--- src/design/assert_macros.svh ---
// Assertion macros shared by the blitter modules
`ifndef ASSERT_MACROS_SVH
`define ASSERT_MACROS_SVH

// Check prop at every rising clk edge, off while rst_n is low
`define ASSERT_CLK(label, prop, msg) \
    label: assert property (@(posedge clk) disable iff (!rst_n) prop) else $error(msg);

// Flag cond whenever it holds
`define ASSERT_NEVER(label, cond, msg) \
    `ASSERT_CLK(label, !(cond), msg)

`endif

--- src/design/nnsb_pkg.sv ---
// Package: types, constants and codes of the nearest-neighbor scaling blitter
package nnsb_pkg;

    localparam int WINDOW_WIDTH   = 960;
    localparam int WINDOW_HEIGHT  = 720;
    localparam int WINDOW_LEFT    = 160;
    localparam int MAX_SOURCE_DIM = 512;

    localparam int COL_W    = 10;
    localparam int ROW_W    = 10;
    localparam int DCOL_W   = 11;
    localparam int DIM_W    = 10;
    localparam int PITCH_W  = 14;
    localparam int OFFSET_W = 22;
    localparam int PIXEL_W  = 32;
    localparam int PROD_W   = COL_W + DIM_W;

    // col*width/960 = ((col*width) >> 6) / 15; /15 by reciprocal 17477 >> 18
    localparam int DIV_X_PRE  = 6;
    localparam int DIV_X_MULT = 17477;
    localparam int DIV_X_POST = 18;
    // row*height/720 = ((row*height) >> 4) / 45; /45 by reciprocal 46604 >> 21
    localparam int DIV_Y_PRE  = 4;
    localparam int DIV_Y_MULT = 46604;
    localparam int DIV_Y_POST = 21;

    typedef enum logic [1:0] {
        FMT_0RGB1555 = 2'd0,
        FMT_XRGB8888 = 2'd1,
        FMT_RGB565   = 2'd2
    } pixel_format_t;

    typedef enum logic [1:0] {
        REG_SOURCE_WIDTH  = 2'd0,
        REG_SOURCE_HEIGHT = 2'd1,
        REG_ROW_PITCH     = 2'd2,
        REG_PIXEL_FORMAT  = 2'd3
    } reg_index_t;

    typedef enum logic [3:0] {
        ST_IDLE = 4'b0001,
        ST_MULT = 4'b0010,
        ST_DIV  = 4'b0100,
        ST_SUM  = 4'b1000
    } state_t;

    typedef struct packed {
        logic [DIM_W-1:0]   source_width;
        logic [DIM_W-1:0]   source_height;
        logic [PITCH_W-1:0] row_pitch;
        logic [1:0]         pixel_format;
    } cfg_t;

    typedef struct packed {
        logic load;
        logic mult;
        logic divide;
        logic emit;
    } cmd_t;

endpackage

--- src/design/nnsb_regs.sv ---
// Configuration register file on the APB-style port
module nnsb_regs
    import nnsb_pkg::*;
(
    input  logic        clk,
    input  logic        rst_n,
    input  logic        psel,
    input  logic        penable,
    input  logic        pwrite,
    input  logic [3:0]  paddr,
    input  logic [31:0] pwdata,
    output logic [31:0] prdata,
    output logic        pready,
    output cfg_t        cfg
);

    cfg_t       cfg_reg;
    logic       wr_en;
    reg_index_t index;

    assign pready = 1'b1;
    assign wr_en  = psel && penable && pwrite;
    assign index  = reg_index_t'(paddr[3:2]);
    assign cfg    = cfg_reg;

    always_ff @(posedge clk or negedge rst_n)
    begin
        if (!rst_n)
        begin
            cfg_reg.source_width  <= DIM_W'(256);
            cfg_reg.source_height <= DIM_W'(224);
            cfg_reg.row_pitch     <= PITCH_W'(512);
            cfg_reg.pixel_format  <= FMT_0RGB1555;
        end
        else if (wr_en)
        begin
            case (index)
                REG_SOURCE_WIDTH:  cfg_reg.source_width  <= pwdata[DIM_W-1:0];
                REG_SOURCE_HEIGHT: cfg_reg.source_height <= pwdata[DIM_W-1:0];
                REG_ROW_PITCH:     cfg_reg.row_pitch     <= pwdata[PITCH_W-1:0];
                REG_PIXEL_FORMAT:  cfg_reg.pixel_format  <= pwdata[1:0];
                default:           cfg_reg               <= cfg_reg;
            endcase
        end
    end

    always_comb
    begin
        case (index)
            REG_SOURCE_WIDTH:  prdata = 32'(cfg_reg.source_width);
            REG_SOURCE_HEIGHT: prdata = 32'(cfg_reg.source_height);
            REG_ROW_PITCH:     prdata = 32'(cfg_reg.row_pitch);
            REG_PIXEL_FORMAT:  prdata = 32'(cfg_reg.pixel_format);
            default:           prdata = 32'd0;
        endcase
    end

endmodule

--- src/design/nnsb_ctrl.sv ---
// Controller: sequences accept, multiply, divide and emit of one word
`include "assert_macros.svh"

module nnsb_ctrl
    import nnsb_pkg::*;
(
    input  logic clk,
    input  logic rst_n,
    input  logic pixel_valid,
    output logic pixel_ready,
    output logic result_valid,
    input  logic result_ready,
    output cmd_t cmd
);

    state_t state_reg;
    state_t state_next;
    logic   out_valid_reg;
    logic   out_valid_next;

    assign pixel_ready  = (state_reg == ST_IDLE);
    assign result_valid = out_valid_reg;

    always_comb
    begin
        cmd.load   = pixel_valid && (state_reg == ST_IDLE);
        cmd.mult   = (state_reg == ST_MULT);
        cmd.divide = (state_reg == ST_DIV);
        cmd.emit   = (state_reg == ST_SUM) && (!out_valid_reg || result_ready);
    end

    always_comb
    begin
        state_next = state_reg;
        case (state_reg)
            ST_IDLE: if (cmd.load) state_next = ST_MULT;
            ST_MULT: state_next = ST_DIV;
            ST_DIV:  state_next = ST_SUM;
            ST_SUM:  if (cmd.emit) state_next = ST_IDLE;
            default: state_next = ST_IDLE;
        endcase
    end

    always_comb
    begin
        if (cmd.emit)
            out_valid_next = 1'b1;
        else if (result_ready)
            out_valid_next = 1'b0;
        else
            out_valid_next = out_valid_reg;
    end

    always_ff @(posedge clk or negedge rst_n)
    begin
        if (!rst_n)
        begin
            state_reg     <= ST_IDLE;
            out_valid_reg <= 1'b0;
        end
        else
        begin
            state_reg     <= state_next;
            out_valid_reg <= out_valid_next;
        end
    end

    `ASSERT_CLK(a_state_onehot, $onehot(state_reg), "controller state not one-hot")
    `ASSERT_CLK(a_load_starts, cmd.load |=> (state_reg == ST_MULT), "accept did not start multiply")
    `ASSERT_NEVER(a_emit_overwrite, cmd.emit && out_valid_reg && !result_ready, "word overwritten")

endmodule

--- src/design/nnsb_dp.sv ---
// Datapath: pixel conversion, window counters and fetch offset arithmetic
`include "assert_macros.svh"

module nnsb_dp
    import nnsb_pkg::*;
(
    input  logic                clk,
    input  logic                rst_n,
    input  cmd_t                cmd,
    input  cfg_t                cfg,
    input  logic [PIXEL_W-1:0]  raw_pixel,
    output logic [PIXEL_W-1:0]  rgba_pixel,
    output logic [DCOL_W-1:0]   dest_column,
    output logic [ROW_W-1:0]    dest_row,
    output logic [OFFSET_W-1:0] next_fetch_offset,
    output logic                frame_done
);

    localparam logic [COL_W-1:0]  LAST_COL = COL_W'(WINDOW_WIDTH - 1);
    localparam logic [ROW_W-1:0]  LAST_ROW = ROW_W'(WINDOW_HEIGHT - 1);
    localparam logic [DCOL_W-1:0] LEFT     = DCOL_W'(WINDOW_LEFT);

    function automatic logic [7:0] widen5(logic [4:0] v);
        return {v, v[4:2]};
    endfunction

    function automatic logic [PIXEL_W-1:0] convert(logic [PIXEL_W-1:0] p, logic [1:0] fmt);
        logic [7:0] r;
        logic [7:0] g;
        logic [7:0] b;
        case (fmt)
            FMT_XRGB8888:
            begin
                r = p[23:16];
                g = p[15:8];
                b = p[7:0];
            end
            FMT_0RGB1555:
            begin
                r = widen5(p[14:10]);
                g = widen5(p[9:5]);
                b = widen5(p[4:0]);
            end
            default:
            begin
                r = widen5(p[15:11]);
                g = {p[10:5], p[10:9]};
                b = widen5(p[4:0]);
            end
        endcase
        return {8'hFF, b, g, r};
    endfunction

    logic [COL_W-1:0]    col_reg;
    logic [ROW_W-1:0]    row_reg;
    logic                last_col;
    logic                last_pix;

    logic [PIXEL_W-1:0]  pixel_hold_reg;
    logic [DCOL_W-1:0]   col_hold_reg;
    logic [ROW_W-1:0]    row_hold_reg;
    logic                done_hold_reg;

    logic [PROD_W-1:0]   prod_x_reg;
    logic [PROD_W-1:0]   prod_y_reg;
    logic [31:0]         recip_x;
    logic [31:0]         recip_y;
    logic [COL_W-1:0]    qx_reg;
    logic [DIM_W-1:0]    qy_reg;

    logic [DIM_W+PITCH_W-1:0] y_term;
    logic [DIM_W+1:0]         x_term;
    logic [OFFSET_W-1:0]      offset_next;

    logic [PIXEL_W-1:0]  rgba_reg;
    logic [DCOL_W-1:0]   dcol_reg;
    logic [ROW_W-1:0]    drow_reg;
    logic [OFFSET_W-1:0] offset_reg;
    logic                done_reg;

    assign last_col = (col_reg == LAST_COL);
    assign last_pix = last_col && (row_reg == LAST_ROW);

    // advance the window position on each accepted word
    always_ff @(posedge clk or negedge rst_n)
    begin
        if (!rst_n)
        begin
            col_reg <= '0;
            row_reg <= '0;
        end
        else if (cmd.load)
        begin
            if (last_col)
            begin
                col_reg <= '0;
                row_reg <= last_pix ? '0 : row_reg + 1'b1;
            end
            else
            begin
                col_reg <= col_reg + 1'b1;
            end
        end
    end

    assign recip_x = 32'(prod_x_reg >> DIV_X_PRE) * 32'(DIV_X_MULT);
    assign recip_y = 32'(prod_y_reg >> DIV_Y_PRE) * 32'(DIV_Y_MULT);

    assign y_term = (DIM_W+PITCH_W)'(qy_reg) * (DIM_W+PITCH_W)'(cfg.row_pitch);
    assign x_term = (cfg.pixel_format == FMT_XRGB8888) ? {qx_reg, 2'b00}
                                                       : {1'b0, qx_reg, 1'b0};
    assign offset_next = OFFSET_W'(y_term) + OFFSET_W'(x_term);

    always_ff @(posedge clk)
    begin
        if (cmd.load)
        begin
            pixel_hold_reg <= convert(raw_pixel, cfg.pixel_format);
            col_hold_reg   <= DCOL_W'(col_reg) + LEFT;
            row_hold_reg   <= row_reg;
            done_hold_reg  <= last_pix;
        end
        if (cmd.mult)
        begin
            prod_x_reg <= PROD_W'(col_reg) * PROD_W'(cfg.source_width);
            prod_y_reg <= PROD_W'(row_reg) * PROD_W'(cfg.source_height);
        end
        if (cmd.divide)
        begin
            qx_reg <= COL_W'(recip_x >> DIV_X_POST);
            qy_reg <= DIM_W'(recip_y >> DIV_Y_POST);
        end
        if (cmd.emit)
        begin
            rgba_reg   <= pixel_hold_reg;
            dcol_reg   <= col_hold_reg;
            drow_reg   <= row_hold_reg;
            offset_reg <= offset_next;
            done_reg   <= done_hold_reg;
        end
    end

    assign rgba_pixel        = rgba_reg;
    assign dest_column       = dcol_reg;
    assign dest_row          = drow_reg;
    assign next_fetch_offset = offset_reg;
    assign frame_done        = done_reg;

    `ASSERT_CLK(a_col_range, col_reg <= LAST_COL, "window column out of range")
    `ASSERT_CLK(a_row_range, row_reg <= LAST_ROW, "window row out of range")
    `ASSERT_CLK(a_wrap_origin, (cmd.load && last_pix) |=> (col_reg == '0 && row_reg == '0),
                "frame end did not wrap to origin")

endmodule

--- src/design/nearest_neighbor_scaling_blitter.sv ---
// A result word passes the multiply, reciprocal divide and offset sum steps
// of the offset datapath in that order after its input word is accepted; these
// work on one word at a time, so no new word is taken until the sum step emits.
// An input word is taken while the previous result still waits on its output.
// Reset (rst_n low, async): window at column 0 row 0, no result pending,
// registers at width 256, height 224, pitch 512, format 0RGB1555.
module nearest_neighbor_scaling_blitter
    import nnsb_pkg::*;
(
    input  logic                clk,
    input  logic                rst_n,
    input  logic                psel,
    input  logic                penable,
    input  logic                pwrite,
    input  logic [3:0]          paddr,
    input  logic [31:0]         pwdata,
    output logic [31:0]         prdata,
    output logic                pready,
    input  logic                pixel_valid,
    output logic                pixel_ready,
    input  logic [PIXEL_W-1:0]  raw_pixel,
    output logic                result_valid,
    input  logic                result_ready,
    output logic [PIXEL_W-1:0]  rgba_pixel,
    output logic [DCOL_W-1:0]   dest_column,
    output logic [ROW_W-1:0]    dest_row,
    output logic [OFFSET_W-1:0] next_fetch_offset,
    output logic                frame_done
);

    cfg_t cfg;
    cmd_t cmd;

    nnsb_regs u_regs (
        .clk     (clk),
        .rst_n   (rst_n),
        .psel    (psel),
        .penable (penable),
        .pwrite  (pwrite),
        .paddr   (paddr),
        .pwdata  (pwdata),
        .prdata  (prdata),
        .pready  (pready),
        .cfg     (cfg)
    );

    nnsb_ctrl u_ctrl (
        .clk          (clk),
        .rst_n        (rst_n),
        .pixel_valid  (pixel_valid),
        .pixel_ready  (pixel_ready),
        .result_valid (result_valid),
        .result_ready (result_ready),
        .cmd          (cmd)
    );

    nnsb_dp u_dp (
        .clk               (clk),
        .rst_n             (rst_n),
        .cmd               (cmd),
        .cfg               (cfg),
        .raw_pixel         (raw_pixel),
        .rgba_pixel        (rgba_pixel),
        .dest_column       (dest_column),
        .dest_row          (dest_row),
        .next_fetch_offset (next_fetch_offset),
        .frame_done        (frame_done)
    );

endmodule
--- config.mk ---
export PLATFORM = sky130hd
export DESIGN_NAME = nearest_neighbor_scaling_blitter
export DESIGN_NICKNAME = d
export VERILOG_FILES = /design/src/design/nnsb_pkg.sv /design/src/design/nnsb_regs.sv /design/src/design/nnsb_ctrl.sv /design/src/design/nnsb_dp.sv /design/src/design/nearest_neighbor_scaling_blitter.sv
export VERILOG_INCLUDE_DIRS = /design/src /design/src/design
export SDC_FILE = /design/constraint.sdc
export NUM_CORES = 1
export LEC_CHECK = 0
export BUFFER_PORTS_ARGS = -buffer_cell sky130_fd_sc_hd__buf_2
export CORE_ASPECT_RATIO = 0.7
export CORE_MARGIN = 4
export CORE_UTILIZATION = 31
export DETAILED_ROUTE_END_ITERATION = 8
export GPL_TIMING_DRIVEN = 0
export PLACE_DENSITY = 0.5
export RECOVER_POWER = 25
export SLEW_MARGIN = 10
export SYNTH_ARGS = -nofsm -noshare
export SYNTH_HDL_FRONTEND = slang
export SYNTH_SLANG_ARGS = --single-unit
--- constraint.sdc ---
create_clock -name clk -period 4.9 [get_ports clk]
set_input_delay 0.245 -clock clk [delete_from_list [all_inputs] [get_ports clk]]
set_output_delay 0.245 -clock clk [all_outputs]
set_load 0.005 [all_outputs]
# --- Word-level counts from Yosys, hierarchy flattened ---
# Index checks and enable logic that the tools add are counted.
totals:
  regBits: 235
  in_bits: 75
  out_inout_bits: 111
  word_cells: 70
op_classes:
  add_sub_neg: 4
  multipliers: 5
  n_eq_ne: 12
  muxes: 12
  reduce_logical: 16
ops:
  columns: ["operator", "n"]
  rows:
  - ["case mux 32 bit (4 select lines)", 1]
  - ["multiplier 10 x 10 -> 20 bit", 2]
  - ["case mux 8 bit (2 select lines)", 2]
  - ["multiplier 16 x 14 -> 29 bit (second input constant)", 1]
  - ["multiplier 14 x 15 -> 28 bit (second input constant)", 1]
  - ["adder 22 x 12 -> 22 bit", 1]
  - ["multiplier 10 x 14 -> 22 bit", 1]
  - ["adder 10 x 1 -> 10 bit (second input constant)", 2]
  - ["== test 10 bit (second input constant)", 2]
  - ["two-way mux 10 bit", 2]
  - ["case mux 4 bit (4 select lines)", 1]
  - ["two-way mux 12 bit", 1]
  - ["AND reduction 2 bit", 6]
  - ["adder 10 x 8 -> 11 bit (second input constant)", 1]
  - ["two-way mux 4 bit", 2]
  - ["two-way mux 8 bit", 1]
  - ["logical AND 1 bit", 5]
  - ["== test 2 x 1 -> 1 bit (second input constant)", 2]
  - ["== test 2 bit (second input constant)", 2]
  - ["== test 4 x 1 -> 1 bit (second input constant)", 1]
  - ["== test 4 x 2 -> 1 bit (second input constant)", 1]
  - ["== test 4 x 3 -> 1 bit (second input constant)", 1]
  - ["== test 4 bit (second input constant)", 1]
  - ["logical NOT 2 bit", 2]
  - ["other kinds (6)", 7]

# --- Logic depth before layout (Yosys ltp) ---
logic_depth:
  depth_word: 5
  ltp_mapped: 22
  ltp_nobuf: 20

# --- Hierarchy ---
# A second synthesis with hierarchy kept.
unflattened:
  cells_unflattened: 2378
  area_unflattened_um2: 24741.2
modules_own_cells:
  columns: ["mod", "n_inst", "cells_each", "area_each_um2", "seq_area_each_um2"]
  rows:
  - ["nnsb_dp", 1, 2216, 22648.0, 5425.2]
  - ["nnsb_regs", 1, 136, 1818.0, 907.1]
  - ["nnsb_ctrl", 1, 26, 275.3, 126.4]

# --- Worst setup path before layout ---
# OpenSTA, ideal clock, no wires.
synth_timing:
  path_kind: "register -> register"
  startpoint: "register u_dp.col_reg[7]"
  endpoint: "register u_dp.prod_x_reg[18] (data pin)"
  setup_ns: 0.258
  arrival_time_ns: 5.020
  required_time_ns: 4.642
  slack_ns: -0.377
  stages_incl_launch_ff: 21
  path_buffers: 2
  period_less_slack_ns: 5.277
  path_cell_list: "dfrtp_1 -> buf_2 -> clkbuf_1 -> nand2_1 -> fa_1 -> inv_1 -> fa_1 -> inv_1 -> fa_1 -> fa_1 -> fa_1 -> inv_1 -> ha_1 -> nand3_1 -> nand2_1 -> a41o_1 -> o221a_2 -> a211o_1 -> o21a_1 -> nor2_1 -> xnor2_1"
synth_via:
  elab_chain_len: 1
synth_lines:
  columns: ["element", "line", "text"]
  rows:
  - ["from (decl)", "nnsb_dp.sv:54", "logic [COL_W-1:0] col_reg;"]
  - ["from (signal assigned)", "nnsb_dp.sv:101", "col_reg <= col_reg + 1'b1;"]
  - ["multiplier 10 x 10 -> 20 bit", "nnsb_dp.sv:125", "prod_x_reg <= PROD_W'(col_reg) * PROD_W'(cfg.source_width);"]
  - ["to (signal assigned)", "nnsb_dp.sv:125", null]
  - ["to (decl)", "nnsb_dp.sv:64", "logic [PROD_W-1:0] prod_x_reg;"]
# Every way passes these cells.
# A chain may end at the register's enable or synchronous reset.

# --- Worst setup path after layout ---
layout_timing:
  startpoint: "register u_dp.prod_y_reg[8]"
  endpoint: "register u_dp.qy_reg[9] (data pin)"
layout_via:
  elab_chain_len: 1
layout_lines:
  columns: ["element", "line", "text"]
  rows:
  - ["from (decl)", "nnsb_dp.sv:65", "logic [PROD_W-1:0] prod_y_reg;"]
  - ["from (signal assigned)", "nnsb_dp.sv:126", "prod_y_reg <= PROD_W'(row_reg) * PROD_W'(cfg.source_height);"]
  - ["multiplier 16 x 14 -> 29 bit", "nnsb_dp.sv:107", "assign recip_y = 32'(prod_y_reg >> DIV_Y_PRE) * 32'(DIV_Y_MULT);"]
  - ["via u_dp.recip_y[30]", "nnsb_dp.sv:67", "logic [31:0] recip_y;"]
  - ["to (signal assigned)", "nnsb_dp.sv:131", "qy_reg <= DIM_W'(recip_y >> DIV_Y_POST);"]
  - ["to (decl)", "nnsb_dp.sv:69", "logic [DIM_W-1:0] qy_reg;"]
# The timed path passes the listed nets, and every way through them passes these cells.

==> results.sh <==
export IMPL_status="finished with violations"
export IMPL_failed_checks="max-capacitance violations, max-slew violations, negative setup slack"
export IMPL_maxCapViolCount=1
export IMPL_finClkSkew_ns=0.01263
export IMPL_synth_distinct_cells=70
export IMPL_drc=0
export IMPL_cts_root_buf="clkbuf_16"
export IMPL_track_usage_pct=15.26
export IMPL_ys_ff_latch=225
export IMPL_grt_max_degree=58
export IMPL_dp_slack_ns=-0.9288
export IMPL_setup_viol=26
export IMPL_critical_path_cell_chain="ha_1, inv_2, fa_1, fa_2, fa_1, inv_1, fa_1, inv_1, fa_1, inv_2, ha_4, a211oi_2, o21ai_1, a221oi_2, o221ai_2, o41ai_4, o2111ai_2, a21oi_2, xnor2_1"
export IMPL_firstDrtPassIters=7
export IMPL_wl_met3_um=5035
export IMPL_num_io_pins=186
export IMPL_clk_path_buf_depth=3
export IMPL_dr_max_layer_used="met5"
export IMPL_rr_endpoint="u_dp.qy_reg[9]"
export IMPL_finalMaxSlewViolations=58
export IMPL_drive_gt1_share_pct=24.81
export IMPL_worstRegToRegCells=19
export IMPL_ant_nets=0
export IMPL_critPathMostFrequentCell="fa_1"
export IMPL_routed_via_density=4.595
export IMPL_hold_end="u_dp.pixel_hold_reg[3]"
export IMPL_synthCells=2381
export IMPL_io_buffers=129
export IMPL_critPathLaunchType="flip-flop"
export IMPL_fin_ws_ns=-0.6421
export IMPL_synth_flop_cell="edfxtp_1"
export IMPL_synth_edf_count=164
export IMPL_hpwl_um=50360
export IMPL_synth_top_area_cell="fa_1"
export IMPL_final_nets=3460
export IMPL_worstPathArrival_ns=5.85
export IMPL_hold_viol_final=0
export IMPL_grt_pass1_vias=18570
export IMPL_hold_depth=3
export IMPL_wl_met2_um=25610
export IMPL_nFillCells=7755
export IMPL_largest_reg_flops=36
export IMPL_synth_yosys_seq_area_share_pct=26.20
export IMPL_rrSetupSlack_ns=-0.64
export IMPL_slew_headroom_pct=-139.6
export IMPL_hp_class="in2reg"
export IMPL_fmax_mhz=180.4
export IMPL_avgSynthCellArea_um2=10.36
export IMPL_gr_total_overflow=0
export IMPL_dr_first_iter_drc_count=1006
export IMPL_r2r_start="u_dp.prod_y_reg[8]"
export IMPL_area_delta_synth_final_pct=24.15
export IMPL_cts_made_buffers=26
export IMPL_grt_pass1_wl_um=103100
export IMPL_finalCriticalPeriod_ns=5.542
export IMPL_clkTransAtPathRegs_ns=0.07
export IMPL_required_ns=5.21
export IMPL_fp_dieW_um=345.1
export IMPL_num_rows=86
export IMPL_place_gp_congestion=0.8553
export IMPL_worst_slew_pin_slew_ns=3.594
export IMPL_rsz0062_at_grt="yes"
export IMPL_core_area_um2=78770
export IMPL_wl_um=64380
export IMPL_insertion_delay_ns=0.58
export IMPL_grt_antenna_before_repair=11
export IMPL_die_area_um2=84180
export IMPL_synth_area_leaders="fa_1 (24%), edfxtp_1 (20%), ha_1 (18%), inv_1 (7.2%), dfrtp_1 (5.6%)"
export IMPL_htree_levels=1
export IMPL_vias=17510
export IMPL_cts_tree="yes"
export IMPL_timing_critical_path_fanout_max=4
export IMPL_synth_area_um2=24660
export IMPL_period_share_pct=113.1
export IMPL_cts_sinks=225
export IMPL_yosysWarnings=0
export IMPL_met1Wirelength_um=32950
export IMPL_holdCritStartpoint="raw_pixel[11]"
export IMPL_crit_path_top_delay_cell="edfxtp_1"
export IMPL_wl_per_cell_um=16.89
export IMPL_postSynth_asyncResetShare_pct=27.11
export IMPL_start_util_pct=31.30
export IMPL_end_kind="flip-flop"
export IMPL_finalSetupTns_ns=-5.786
export IMPL_die_y_um=244.0
export IMPL_worstSetupPathType="reg2reg"
export IMPL_max_stage_delay_ns=0.50
export IMPL_synth_top_cell_area_share_pct=24.28
==> metal layers <==
layer / vias to the layer above / global-route usage [%]
met5: - / 0
met4: 12 / 1.800
met3: 60 / 3.731
li1: 8228 / -
met2: 409 / 21.80
met1: 8802 / 23.77
==> area by class of cell <==
type	count	area [um2]	area share, %
antenna	2	5.005	0.01635
buffer	77	728.2	2.379
clock buffer	28	679.4	2.220
clock inverter	20	219.0	0.7153
inverter	473	1775	5.800
multi-input combinational	1599	17020	55.62
sequential	225	6496	21.22
tap	1056	1321	4.317
timing repair buffer	331	2361	7.713
==> worst max-delay path, delay by kind of cell (launching register included) <==
kind	cells	cell delay (ns)
adders and majority gates	7	2.94
DFF	1	0.50
xor gates and xnor gates	1	0.08
buffers and inverters	4	0.19
AOI/OAI and AO/OA	7	1.56
==> repair_timing <==
| item | 4_1_cts | 5_1_grt |
|---|---|---|
| gates cloned | 3 | 0 |
| hold buffers | 27 | 0 |
| setup buffers | 122 | 46 |
| setup endpoints to repair | 45 | 38 |
| pin swaps | 136 | 79 |
| gates resized for setup | 228 | 130 |
| endpoints found under the hold margin | 104 | 0 |
==> Yosys cell counts, types with 3 or more instances <==
| library cell | count |
|---|---|
| or3_1 | 7 |
| dfstp_2 | 6 |
| nand4_1 | 12 |
| and3_1 | 5 |
| o211ai_1 | 5 |
| a21oi_1 | 53 |
| and2_1 | 156 |
| xor2_1 | 28 |
| buf_4 | 27 |
| dfrtp_1 | 55 |
| clkbuf_1 | 77 |
| inv_1 | 473 |
| nor3_1 | 15 |
| a211oi_1 | 5 |
| and4_1 | 3 |
| o31a_1 | 3 |
| edfxtp_1 | 164 |
| a21oi_2 | 3 |
| a21o_1 | 17 |
| o31ai_1 | 6 |
| mux2i_1 | 17 |
| mux2_2 | 35 |
| o21ai_1 | 5 |
| ha_1 | 353 |
| buf_1 | 3 |
| nand2b_1 | 5 |
| fa_1 | 299 |
| o21a_1 | 7 |
| nor2_1 | 52 |
| nand2_1 | 293 |
| nand3_1 | 18 |
| xnor2_1 | 63 |
| nor2b_1 | 17 |
| o21ai_0 | 37 |
| o21bai_1 | 7 |
==> through the flow <==
step	utilization (%)	cell area (um2)	hold WS, ns	cells
after detailed placement	34.39	27090	0.06414	3600
after global routing	38.86	30600	0.03539	3809
final	38.86	30610	0.04525	3811
after global placement	34.22	26950	0.4025	3591
after CTS	38.02	29950	0.001166	3771
after floorplan	-	24980	-0.05059	2406
==> kinds of logic after synthesis <==
group / count (synthesis) / synth area share [%]
simple gates: 598 / 11.67
fa+ha+maj: 652 / 42.19
mux: 54 / 2.471
other cells: 2 / 0.03046
compound gates: 177 / 4.933
xor+xnor: 91 / 3.233
buf+inv: 582 / 9.281
flops: 225 / 26.20
==> worst max-delay path by stage <==
stage	start	slack, ns	cells past startpoint	to
CTS	u_dp.prod_y_reg[8]	-0.71	19	u_dp.qy_reg[9]
finish	u_dp.prod_y_reg[8]	-0.64	19	u_dp.qy_reg[9]
floorplan	u_dp.prod_y_reg[7]	-0.27	19	u_dp.qy_reg[9]
detailed placement	u_regs.cfg[0]	-0.93	22	u_dp.next_fetch_offset[21]
global placement	u_ctrl.state_reg[1]	-1.86	1	u_dp.prod_y_reg[18]
global route	u_dp.prod_y_reg[8]	-0.82	19	u_dp.qy_reg[7]
==> placed cells by master (no fill, tap or decap), types with 7 or more instances in the layout <==
master / instances
ha_4: 36
buf_12: 9
nand2_4: 7
xnor2_1: 61
a21oi_1: 37
nand2_1: 270
dlygate4sd3_1: 27
xor2_1: 27
nor3_1: 14
nand2_2: 16
ha_1: 315
buf_8: 11
fa_2: 17
dfrtp_2: 30
nor2b_1: 17
inv_1: 429
conb_1: 27
a21oi_2: 11
and2_1: 144
fa_1: 282
clkbuf_1: 22
mux2_2: 35
buf_6: 20
nand3_1: 17
dfrtp_1: 25
buf_4: 164
a21o_1: 17
nand4_1: 12
mux2i_1: 17
clkbuf_4: 8
buf_2: 132
clkbuf_8: 7
and2_4: 12
a21oi_4: 8
edfxtp_1: 164
nor2_1: 43
o21ai_0: 30
inv_2: 44
clkbuf_16: 31
Power is not shown: default switching activity piles up to over one toggle a cycle in this logic, so the estimate is an artifact.
